[config.mk]
export PLATFORM = sky130hd
export DESIGN_NAME = k_way_sorted_run_merge_core
export DESIGN_NICKNAME = d
export VERILOG_FILES = /design/src/rtl/core/kwm_pkg.sv /design/src/rtl/core/k_way_sorted_run_merge_core.sv /design/src/rtl/core/kwm_heads.sv /design/src/rtl/core/kwm_select.sv
export SDC_FILE = /design/constraint.sdc
export NUM_CORES = 2
export LEC_CHECK = 0
export BUFFER_PORTS_ARGS = -buffer_cell sky130_fd_sc_hd__buf_2
export CORE_MARGIN = 5
export CORE_UTILIZATION = 40
export DETAILED_ROUTE_END_ITERATION = 8
export PLACE_DENSITY_LB_ADDON = 0.12
export SYNTH_ARGS = -nofsm -noshare
export SYNTH_HDL_FRONTEND = slang
export SYNTH_SLANG_ARGS = --single-unit
[constraint.sdc]
create_clock -name clk -period 15 [get_ports clk]
set_input_delay 1.5 -clock clk [delete_from_list [all_inputs] [get_ports clk]]
set_output_delay 1.5 -clock clk [all_outputs]
set_load 0.02 [all_outputs]
[src/rtl/core/kwm_pkg.sv]
// ----------------------------------------------------------------------------
// kwm_pkg: shared types and constants of the k-way run merger
// Transaction payloads, command and register codes, head update bundle.
// ----------------------------------------------------------------------------
package kwm_pkg;

  localparam int MAX_LANES = 8;     // run_id is 3 bits wide
  localparam int RUN_ID_W  = 3;
  localparam int KEY_W     = 64;
  localparam int PAY_W     = 32;
  localparam int CFG_IDX_W = 1;
  localparam int CFG_DAT_W = 4;

  localparam logic [CFG_DAT_W-1:0] RUNS_IN_USE_RST = 4'd8;

  // command codes
  localparam logic CMD_RECORD = 1'b0;
  localparam logic CMD_END    = 1'b1;

  // register indexes
  localparam logic [CFG_IDX_W-1:0] CFG_RUNS_IN_USE = 1'b0;
  localparam logic [CFG_IDX_W-1:0] CFG_DESCENDING  = 1'b1;

  typedef struct packed {
    logic                command;
    logic [RUN_ID_W-1:0] run_id;
    logic [KEY_W-1:0]    sort_key;
    logic [PAY_W-1:0]    payload;
  } in_item_t;

  typedef struct packed {
    logic [KEY_W-1:0]    record_key;
    logic [PAY_W-1:0]    record_payload;
    logic [RUN_ID_W-1:0] from_run;
    logic                done_res;
  } out_item_t;

  // per-lane update masks, already qualified by the commit of an item
  typedef struct packed {
    logic [MAX_LANES-1:0] load;
    logic [MAX_LANES-1:0] finish;
    logic [MAX_LANES-1:0] take;
  } head_upd_t;

endpackage

[src/rtl/core/k_way_sorted_run_merge_core.sv]
// ----------------------------------------------------------------------------
// k_way_sorted_run_merge_core: k-way merger of sorted runs
// Holds one head per run and emits the best head once all active runs are
// either filled or ended, then a done marker when every active run has ended.
// ----------------------------------------------------------------------------
// One input transaction is taken every cycle while the input is not stalled.
// Each transaction is registered; from the input register it updates the head
// store while a comparator tree over the (at most eight) register-held heads
// picks the winner, whose result is written to the output register. The input
// only stalls when a result must be written while the output register is
// still held. Heads are not cleared by reset, only valid and ended flags.
// A record emitted from run r must be followed by a refill or end of run r.
// ----------------------------------------------------------------------------
module k_way_sorted_run_merge_core #(
  parameter int RUNS         = 8,
  parameter int KEY_BITS     = 64,
  parameter int PAYLOAD_BITS = 32
) (
  input  logic                                 clk,
  input  logic                                 rst,
  input  logic                                 cfg_we,
  input  logic [kwm_pkg::CFG_IDX_W-1:0]        cfg_index,
  input  logic [kwm_pkg::CFG_DAT_W-1:0]        cfg_data,
  input  logic                                 in_valid,
  output logic                                 in_ready,
  input  kwm_pkg::in_item_t                    in_data,
  output logic                                 out_valid,
  input  logic                                 out_ready,
  output kwm_pkg::out_item_t                   out_data
);

  localparam int LANES = (RUNS < kwm_pkg::MAX_LANES) ? RUNS : kwm_pkg::MAX_LANES;
  localparam int KB    = KEY_BITS;
  localparam int PB    = (PAYLOAD_BITS < kwm_pkg::PAY_W) ? PAYLOAD_BITS : kwm_pkg::PAY_W;
  localparam int IW    = $clog2(LANES);

  // configuration
  logic [kwm_pkg::CFG_DAT_W-1:0] runs_in_use;
  logic                          descending;

  always_ff @(posedge clk) begin
    if (rst) begin
      runs_in_use <= kwm_pkg::RUNS_IN_USE_RST;
      descending  <= 1'b0;
    end else if (cfg_we) begin
      case (cfg_index)
        kwm_pkg::CFG_RUNS_IN_USE: runs_in_use <= cfg_data;
        kwm_pkg::CFG_DESCENDING:  descending  <= cfg_data[0];
        default: ;
      endcase
    end
  end

  logic [kwm_pkg::CFG_DAT_W-1:0] n_act;
  logic [LANES-1:0]              act;

  always_comb begin
    if (runs_in_use == '0) begin
      n_act = kwm_pkg::CFG_DAT_W'(1);
    end else if (runs_in_use > kwm_pkg::CFG_DAT_W'(LANES)) begin
      n_act = kwm_pkg::CFG_DAT_W'(LANES);
    end else begin
      n_act = runs_in_use;
    end
    for (int i = 0; i < LANES; i++) begin
      act[i] = kwm_pkg::CFG_DAT_W'(i) < n_act;
    end
  end

  // input register
  logic              s1_valid;
  kwm_pkg::in_item_t s1_item;
  logic              fire;
  logic              emit;

  assign in_ready = !s1_valid || fire;

  always_ff @(posedge clk) begin
    if (rst) begin
      s1_valid <= 1'b0;
    end else if (in_ready) begin
      s1_valid <= in_valid;
    end
  end

  always_ff @(posedge clk) begin
    if (in_valid && in_ready) begin
      s1_item <= in_data;
    end
  end

  // head store
  kwm_pkg::head_upd_t upd;
  logic [KB-1:0]      head_key [LANES];
  logic [PB-1:0]      head_pay [LANES];
  logic [LANES-1:0]   hv;
  logic [LANES-1:0]   ended;

  kwm_heads #(
    .LANES (LANES),
    .KB    (KB),
    .PB    (PB)
  ) u_heads (
    .clk        (clk),
    .rst        (rst),
    .upd        (upd),
    .wr_key     (s1_item.sort_key[KB-1:0]),
    .wr_pay     (s1_item.payload[PB-1:0]),
    .head_key   (head_key),
    .head_pay   (head_pay),
    .head_valid (hv),
    .run_ended  (ended)
  );

  // state as seen after the registered item is applied
  logic [LANES-1:0] sel;
  logic [LANES-1:0] load_m;
  logic [LANES-1:0] fin_m;
  logic [LANES-1:0] hv_v;
  logic [LANES-1:0] ended_v;
  logic [KB-1:0]    key_v [LANES];
  logic [PB-1:0]    pay_v [LANES];
  logic             hit;
  logic             pending;
  logic             all_end;

  always_comb begin
    for (int i = 0; i < LANES; i++) begin
      sel[i]   = s1_item.run_id == kwm_pkg::RUN_ID_W'(i);
      key_v[i] = load_m[i] ? s1_item.sort_key[KB-1:0] : head_key[i];
      pay_v[i] = load_m[i] ? s1_item.payload[PB-1:0] : head_pay[i];
    end
  end

  // unknown, inactive, full and ended runs are ignored
  assign hit     = s1_valid && |(sel & act & ~hv & ~ended);
  assign load_m  = (hit && s1_item.command == kwm_pkg::CMD_RECORD) ? sel : '0;
  assign fin_m   = (hit && s1_item.command == kwm_pkg::CMD_END) ? sel : '0;
  assign hv_v    = hv | load_m;
  assign ended_v = ended | fin_m;
  assign pending = |(act & ~hv_v & ~ended_v);
  assign all_end = &(ended_v | ~act);

  logic          found;
  logic [IW-1:0] win;
  logic [KB-1:0] win_key;

  kwm_select #(
    .LANES (LANES),
    .KB    (KB),
    .IW    (IW)
  ) u_select (
    .desc    (descending),
    .valid   (act & hv_v),
    .keys    (key_v),
    .found   (found),
    .win     (win),
    .win_key (win_key)
  );

  // with no active run pending, no head means every active run has ended
  assign emit = hit && !pending;
  assign fire = s1_valid && (!emit || !out_valid || out_ready);

  logic [LANES-1:0] take_m;

  always_comb begin
    for (int i = 0; i < LANES; i++) begin
      take_m[i] = emit && found && (win == IW'(i));
    end
    upd        = '0;
    upd.load   = kwm_pkg::MAX_LANES'(fire ? load_m : '0);
    upd.finish = kwm_pkg::MAX_LANES'(fire ? fin_m : '0);
    upd.take   = kwm_pkg::MAX_LANES'(fire ? take_m : '0);
  end

  // result register
  kwm_pkg::out_item_t res;

  always_comb begin
    res = '0;
    if (found) begin
      res.record_key     = kwm_pkg::KEY_W'(win_key);
      res.record_payload = kwm_pkg::PAY_W'(pay_v[win]);
      res.from_run       = kwm_pkg::RUN_ID_W'(win);
    end else begin
      res.done_res = 1'b1;
    end
  end

  always_ff @(posedge clk) begin
    if (rst) begin
      out_valid <= 1'b0;
    end else if (fire && emit) begin
      out_valid <= 1'b1;
    end else if (out_ready) begin
      out_valid <= 1'b0;
    end
  end

  always_ff @(posedge clk) begin
    if (fire && emit) begin
      out_data <= res;
    end
  end

  // checks
  a_flags_exclusive: assert property (@(posedge clk) disable iff (rst)
    !(|(hv & ended)))
    else $error("run holds a head and is marked ended");

  a_s1_hold: assert property (@(posedge clk) disable iff (rst)
    s1_valid && !fire |=> s1_valid && $stable(s1_item))
    else $error("registered item lost while stalled");

  a_winner_cleared: assert property (@(posedge clk) disable iff (rst)
    fire && emit && found |=> !hv[$past(win)])
    else $error("emitted head still marked valid");

  a_done_all_ended: assert property (@(posedge clk) disable iff (rst)
    fire && emit && !found |=> &(ended | ~act))
    else $error("done marker with an active run not ended");

  a_no_overwrite: assert property (@(posedge clk) disable iff (rst)
    fire && emit |-> !out_valid || out_ready)
    else $error("result register overwritten before transaction");

endmodule

[src/rtl/core/kwm_heads.sv]
// ----------------------------------------------------------------------------
// kwm_heads: head record store
// One key/payload register per run plus head-valid and run-ended flags.
// ----------------------------------------------------------------------------
module kwm_heads #(
  parameter int LANES = 8,
  parameter int KB    = 64,
  parameter int PB    = 32
) (
  input  logic                  clk,
  input  logic                  rst,
  input  kwm_pkg::head_upd_t    upd,
  input  logic [KB-1:0]         wr_key,
  input  logic [PB-1:0]         wr_pay,
  output logic [KB-1:0]         head_key [LANES],
  output logic [PB-1:0]         head_pay [LANES],
  output logic [LANES-1:0]      head_valid,
  output logic [LANES-1:0]      run_ended
);

  always_ff @(posedge clk) begin
    for (int i = 0; i < LANES; i++) begin
      if (upd.load[i]) begin
        head_key[i] <= wr_key;
        head_pay[i] <= wr_pay;
      end
    end
  end

  always_ff @(posedge clk) begin
    if (rst) begin
      head_valid <= '0;
      run_ended  <= '0;
    end else begin
      // a head loaded and emitted by the same item ends up not valid
      head_valid <= (head_valid | upd.load[LANES-1:0]) & ~upd.take[LANES-1:0];
      run_ended  <= run_ended | upd.finish[LANES-1:0];
    end
  end

endmodule

[src/rtl/core/kwm_select.sv]
// ----------------------------------------------------------------------------
// kwm_select: winner selection tree
// Binary comparator tree over the run heads; ties go to the lower run.
// ----------------------------------------------------------------------------
module kwm_select #(
  parameter int LANES = 8,
  parameter int KB    = 64,
  parameter int IW    = 3
) (
  input  logic              desc,
  input  logic [LANES-1:0]  valid,
  input  logic [KB-1:0]     keys [LANES],
  output logic              found,
  output logic [IW-1:0]     win,
  output logic [KB-1:0]     win_key
);

  localparam int P  = 1 << IW;
  localparam int NN = 2 * P - 1;

  wire          nv [NN];
  wire [KB-1:0] nk [NN];
  wire [IW-1:0] ni [NN];

  genvar g;
  generate
    for (g = 0; g < P; g++) begin : g_leaf
      if (g < LANES) begin : g_used
        assign nv[P-1+g] = valid[g];
        assign nk[P-1+g] = keys[g];
        assign ni[P-1+g] = IW'(g);
      end else begin : g_pad
        assign nv[P-1+g] = 1'b0;
        assign nk[P-1+g] = '0;
        assign ni[P-1+g] = '0;
      end
    end

    for (g = 0; g < P - 1; g++) begin : g_node
      logic pick_r;
      // right child only wins on a strictly better key
      assign pick_r = nv[2*g+2] && (!nv[2*g+1] ||
                      (desc ? (nk[2*g+2] > nk[2*g+1]) : (nk[2*g+2] < nk[2*g+1])));
      assign nv[g] = nv[2*g+1] || nv[2*g+2];
      assign nk[g] = pick_r ? nk[2*g+2] : nk[2*g+1];
      assign ni[g] = pick_r ? ni[2*g+2] : ni[2*g+1];
    end
  endgenerate

  assign found   = nv[0];
  assign win     = ni[0];
  assign win_key = nk[0];

endmodule

### After elaboration in Yosys (flattened, before gate mapping)

Index checks and enable logic that the tools add are counted.

| word-level totals | value |
|---|---|
| register bits after elaboration | 991 |
| input port bits | 110 |
| logic and storage cells | 196 |

| operators by class | value |
|---|---|
| magnitude comparators | 24 |
| eq/ne operators | 14 |
| mux-type cells | 50 |
| bitwise operators | 19 |
| reduce and logical (&&, ||, !) cells | 59 |

Operators with widths:

| cell | number |
|---|---|
| 64-bit two-way mux | 15 |
| 64-bit greater-than comparator | 7 |
| 64-bit less-than comparator | 7 |
| 32-bit two-way mux | 10 |
| 32-bit binary-select mux with 3-bit select | 1 |
| 8-bit bitwise AND | 7 |
| 8-bit two-way mux | 5 |
| 8-bit inverter | 5 |
| 8-bit OR | 4 |
| 3-bit equality test (second input constant) | 8 |
| 1-bit logical AND | 23 |
| 1-bit logical OR | 17 |
| 3-bit by 4-bit less-than comparator with 1-bit output (first input constant) | 4 |
| 8-bit OR reduction | 2 |
| 1-bit two-way mux | 14 |
| 3-bit by 2-bit equality test with 1-bit output (second input constant) | 4 |
| 1-bit zero test | 11 |
| 1-bit by 4-bit less-than comparator with 1-bit output (first input constant) | 2 |
| 2-bit by 4-bit less-than comparator with 1-bit output (first input constant) | 2 |
| 4-bit two-way mux | 2 |
| 3-bit by 1-bit equality test with 1-bit output (second input constant) | 2 |
| 3-bit zero test | 2 |
| 4-bit greater-or-equal comparator (second input constant) | 1 |
| 4-bit greater-than comparator (second input constant) | 1 |
| other kinds (7) | 10 |

### Longest topological paths before layout

| depth | value |
|---|---|
| word-level depth | 32 |
| mapped depth | 53 |

### Cells and area by module

From an unflattened synthesis, not the netlist that was laid out.

| unflattened totals | value |
|---|---|
| cells, all modules | 4959 |
| area, all modules | 57705.3 um^2 |

Modules (own cells, without submodules):

| module | instances | cells each | area each (um^2) | sequential area each (um^2) |
|---|---|---|---|---|
| kwm_heads | 1 | 818 | 23561.3 | 23382.4 |
| k_way_sorted_run_merge_core | 1 | 1966 | 17585.6 | 6145.9 |
| kwm_select | 1 | 2175 | 16558.4 | 0.0 |

### Worst setup path after synthesis

Ideal clock, no wire load.

| path | value |
|---|---|
| path kind | reg2reg |
| start point | reg s1_item[96] (netlist bit) |
| end point | reg out_data[20] (netlist bit) (data pin) |
| data arrival time | 11.463 ns |
| slack | 3.262 ns |
| cell stages (with the launch flop) | 47 |
| clock period less this slack | 11.738 ns |
| cell sequence | edfxtp_1 -> or3b_1 -> a2111oi_4 -> a211oi_4 -> and3_1 -> nor3_2 -> clkbuf_1 -> mux2_2 -> ha_1 -> nand4_1 -> nor3_1 -> a22o_1 -> or4_1 -> or4_1 -> o32a_1 -> a21o_1 -> buf_2 -> clkbuf_1 -> (+11 left out) -> buf_1 -> mux2i_1 -> ha_1 -> nand4_1 -> nor4_1 -> nand2_1 -> or4_1 -> o211a_1 -> a21o_1 -> a21bo_4 -> inv_2 -> mux2_4 -> inv_2 -> buf_6 -> buf_6 -> a221oi_1 -> a211oi_1 -> o221ai_1 |

| on the way | value |
|---|---|
| word-level cells in the longest chain between the ends | 28 |
| elaborated cells on any way between the ends | 99 |
| those cells by class | order compare: 14; eq/ne: 7; mux: 40; bitwise: 6; reduce/logical: 32 |

RTL lines:

| what | RTL line | source |
|---|---|---|
| start: declaration | k_way_sorted_run_merge_core.sv:72 | `kwm_pkg::in_item_t s1_item;` |
| start signal: assignment | k_way_sorted_run_merge_core.sv:88 | `s1_item <= in_data;` |
| 3-bit by 1-bit equality test with 1-bit output (tied with other cells) | k_way_sorted_run_merge_core.sv:129 | `sel[i] = s1_item.run_id == kwm_pkg::RUN_ID_W'(i);` |
| 8-bit bitwise AND (3 in a row) | k_way_sorted_run_merge_core.sv:136 | `assign hit = s1_valid && \|(sel & act & ~hv & ~ended);` |
| 8-bit OR reduction | k_way_sorted_run_merge_core.sv:136 |  |
| 1-bit logical AND | k_way_sorted_run_merge_core.sv:136 |  |
| 1-bit logical AND | k_way_sorted_run_merge_core.sv:137 | `assign load_m = (hit && s1_item.command == kwm_pkg::CMD_RECORD) ? sel : '0;` |
| 8-bit two-way mux (*) | k_way_sorted_run_merge_core.sv:137 |  |
| 64-bit two-way mux or 8-bit OR (tied branches) | k_way_sorted_run_merge_core.sv:130, k_way_sorted_run_merge_core.sv:139 |  |
| 64-bit less-than comparator (tied with other cells) | kwm_select.sv:43 | `(desc ? (nk[2*g+2] > nk[2*g+1]) : (nk[2*g+2] < nk[2*g+1])));` |
| (+9 left out) | n/a |  |
| 64-bit less-than comparator or 64-bit greater-than comparator (tied branches) | kwm_select.sv:43 |  |
| 1-bit two-way mux | kwm_select.sv:43 |  |
| 1-bit logical OR | kwm_select.sv:42 | `assign pick_r = nv[2*g+2] && (!nv[2*g+1] \|\|` |
| 1-bit logical AND | kwm_select.sv:42 |  |
| 3-bit two-way mux | kwm_select.sv:46 | `assign ni[g] = pick_r ? ni[2*g+2] : ni[2*g+1];` |
| 3-bit inverter with 4-bit output (not written as such) | k_way_sorted_run_merge_core.sv:184 | `res.record_payload = kwm_pkg::PAY_W'(pay_v[win]);` |
| 32-bit binary-select mux with 3-bit select | k_way_sorted_run_merge_core.sv:184 |  |
| 32-bit two-way mux (not written as such) (2 in a row) | k_way_sorted_run_merge_core.sv:184 |  |
| end signal: assignment | k_way_sorted_run_merge_core.sv:203 | `out_data <= res;` |
| end: declaration | k_way_sorted_run_merge_core.sv:29 | `output kwm_pkg::out_item_t out_data` |

Every way passes the cells marked *; elsewhere a longest branch is shown, timed or not. The select of a mux whose other input is x is not followed.
A chain may end at the register's enable or synchronous reset.

### Final worst setup path

| path | value |
|---|---|
| start point | reg s1_item[98] (netlist bit) |
| end point | reg out_data[33] (netlist bit) (data pin) |

Same word-level chain as after synthesis.

==> results.json <==
{
  "detail-route-antenna-nets": 0,
  "clockBufferDepth": 3,
  "max_cap_viol_count": 0,
  "drive_above_1_share_pct": 13.5,
  "cp-start-kind": "flop",
  "vias": 39300,
  "place_area_sq_um": 60100,
  "slew_viol_final": 0,
  "ff2ff_setup_slack_ps": 640,
  "fmaxAchievable_ghz": 0.0696,
  "final_cell_area_sq_um": 63900,
  "synthArstFlopShare_pct": 0,
  "cp_data_required_time_ps": 15470,
  "path_clk_slew_ps": 60,
  "first_pass_iters": 6,
  "cts_made_buffers": 115,
  "grt_pass1_wl_mm": 257,
  "min_to": "u_heads.run_ended[2]",
  "hold_path_class": "reg2reg",
  "ioPinCount": 212,
  "fin_crit_ps": 14360,
  "syn2layout_area_growth_pct": 14.2,
  "layout_commonest_cell": "edfxtp_1",
  "critPathArrivalTime_ps": 14830,
  "synth_fa_ha_area_share_pct": 10.0,
  "slew_headroom_pct": 17.0,
  "hpwl_mm": 117,
  "yosys.area_share.simple_pct": 7.75,
  "p_per_area_nw_per_um2": 99.0,
  "grt_pass1_vias": 38400,
  "portBuffers": 211,
  "clock_latency_ps": 770,
  "synth_xor_area_share_pct": 0,
  "cts_root_buf": "clkbuf_16",
  "gp_congestion": 0.907,
  "cts_hold_buf": 0,
  "htreeDepth": 3,
  "grt_overflow_total": 0,
  "finalWirelength_mm": 177,
  "ir_drop_mv": 0.110,
  "drc": 0,
  "wl_per_cell_microns": 25.6,
  "leakage_nw": 25.6,
  "synth_top_family_by_area": "multiplexers",
  "synth_area_sq_um": 55900,
  "final_cell_mix": "edfxtp_1 (968), mux2i_1 (708), ha_1 (448), inv_1 (374), nand2_1 (356)",
  "crit-reg2reg-launch": "s1_item[98]",
  "fp.dieW_microns": 384,
  "synth_fp_nets": 5235,
  "reg2regPathDepth": 51,
  "synth_mux_area_share_pct": 14.1,
  "grt_start_max_net_pins": 99,
  "synth.distinct_cells": 79,
  "antenna_found_initial": 7,
  "die_h_microns": 384,
  "dieArea_sq_um": 147000,
  "worstReg2RegEnd": "out_data[33]",
  "drt_iter0_drc": 3160,
  "synth-main-ff-cell": "edfxtp_1",
  "cp_slowest_cell": "or4_1",
  "cts_tree": "built",
  "min_from": "u_heads.run_ended[2]",
  "synth_compound_area_share_pct": 11.2,
  "viasPerCell": 5.70,
  "synth_seq_cells": 991,
  "clock_skew_ps": 84.4,
  "fin_nets": 5482,
  "rsz0062_at_grt": "false",
  "syn_avg_cell_area_sq_um": 12.0,
  "fin_crit_sh_pct": 95.8,
  "crit_path_max_fanout": 33,
  "track_usage_pct": 23.3,
  "crit_path_end_kind": "flop",
  "core_region_area_sq_um": 139000,
  "initial_utilization_pct": 40.2,
  "synth-edff-count": 968,
  "path_class": "reg2reg",
  "synthCells": 4677,
  "hold_depth": 2,
  "slowest_delay_ps": 760,
  "finalSetupViolations": 0,
  "ys_warn_count": 0,
  "num_rows": 137,
  "cts_num_sinks": 991,
  "synth-seq-area-share_pct": 52.8,
  "hold-worst-slack_ps": 462,
  "outcome": "finished, final reports clean",
  "hold_viol": 0,
  "cp_common_cell": "buf_4",
  "worst_pin_slew_ps": 1250,
  "finalSetupTns_ps": 0
}
==> synthesized netlist by cell type, types with 36 or more instances <==
cell        n  area share (%)
o21a_1     73            0.98
clkbuf_1  132            0.89
and3_1     74            0.83
ha_1      448              10
mux2i_1   709              13
buf_1      61            0.41
a211oi_1   50            0.67
nand2_1   358             2.4
a21o_1     45            0.60
nor3_1     68            0.61
a21oi_1   226             2.0
o21ai_0   198             1.8
nor2_1    216             1.4
edfxtp_1  968              52
buf_2      36            0.32
inv_1     374             2.5
nand3_1    46            0.41
a221oi_1   47            0.74
mux2_2     66             1.3
nand4_1    85            0.95
a31oi_1    46            0.51
==> critical path: cells and delay by family, from the launching register on <==
family | cells | cell delay, ps
AO/OA/AOI/OAI | 16 | 3660
adder cells (fa/ha/maj) | 3 | 790
buffers and inverters | 14 | 2840
flip-flops | 1 | 680
multiplexers | 4 | 1110
AND/OR/NAND/NOR | 14 | 4790
==> what timing repair did <==
action / 4_1_cts / 5_1_grt
resized for setup: 0 / 4
setup buffers: 0 / 2
setup endpoints to repair: 0 / 32
==> power by group <==
part           switching, mW  internal [mW]  leakage, nW
Sequential             0.100           3.09         9.11
Clock                   1.20           1.63         1.81
Combinational          0.191          0.114         14.7
Total                   1.49           4.83         25.6
==> stage by stage <==
stage          setup slack [ps]  power, mW  std cells  util [%]
2_1_floorplan              3260       3.38       4677         -
3_3_place_gp                501       3.54       6680      43.1
3_5_place_dp                334       3.55       6680      43.1
4_1_cts                     303       6.39       6892      45.9
5_1_grt                    6.56       6.53       6895      45.9
6_report                    637       6.32       6896      45.9
==> state kept, by name, indices dropped and copies added, names as in the netlist <==
name,count
out_data,100
u_heads.run_ended,8
descending,1
s1_valid,1
u_heads.head_key,512
u_heads.head_valid,8
s1_item,100
u_heads.head_pay,256
runs_in_use,4
out_valid,1
==> routing by layer <==
layer / global-route usage, % / up-vias / wire length (microns)
met5: 0 / - / 40
met4: 5.44 / 6 / 3960
met3: 3.46 / 229 / 10000
met2: 37.0 / 1141 / 79800
met1: 33.7 / 19600 / 82800
li1: - / 18300 / -
==> how the worst max path moves through the flow <==
stage           startpoint      endpoint  slack (ps)  cells past startpoint
6_report       s1_item[98]  out_data[33]         640                     51
5_1_grt        s1_item[98]  out_data[14]           7                     48
4_1_cts        s1_item[98]  out_data[15]         300                     46
3_5_place_dp   s1_item[98]  out_data[27]         330                     46
3_3_place_gp   s1_item[97]  out_data[13]         500                     50
2_1_floorplan  s1_item[96]  out_data[20]        3260                     46
==> final cells by class <==
| class | instances | area [sq um] |
|---|---|---|
| Clock buffer | 145 | 3010 |
| Antenna cell | 1 | 2.50 |
| Clock inverter | 67 | 761 |
| Sequential cell | 991 | 29500 |
| Timing Repair Buffer | 361 | 2490 |
| Inverter | 376 | 1410 |
| Fill cell | 12800 | 75300 |
| Tap cell | 1876 | 2350 |
| Multi-Input combinational cell | 3079 | 24300 |
==> cells by family after synthesis <==
logic type	after synthesis
multiplexers	777
AND/OR/NAND/NOR	938
AO/OA/AOI/OAI	915
adder cells (fa/ha/maj)	448
flip-flops	991
buffers and inverters	608
(Power assumes the default switching activity.)
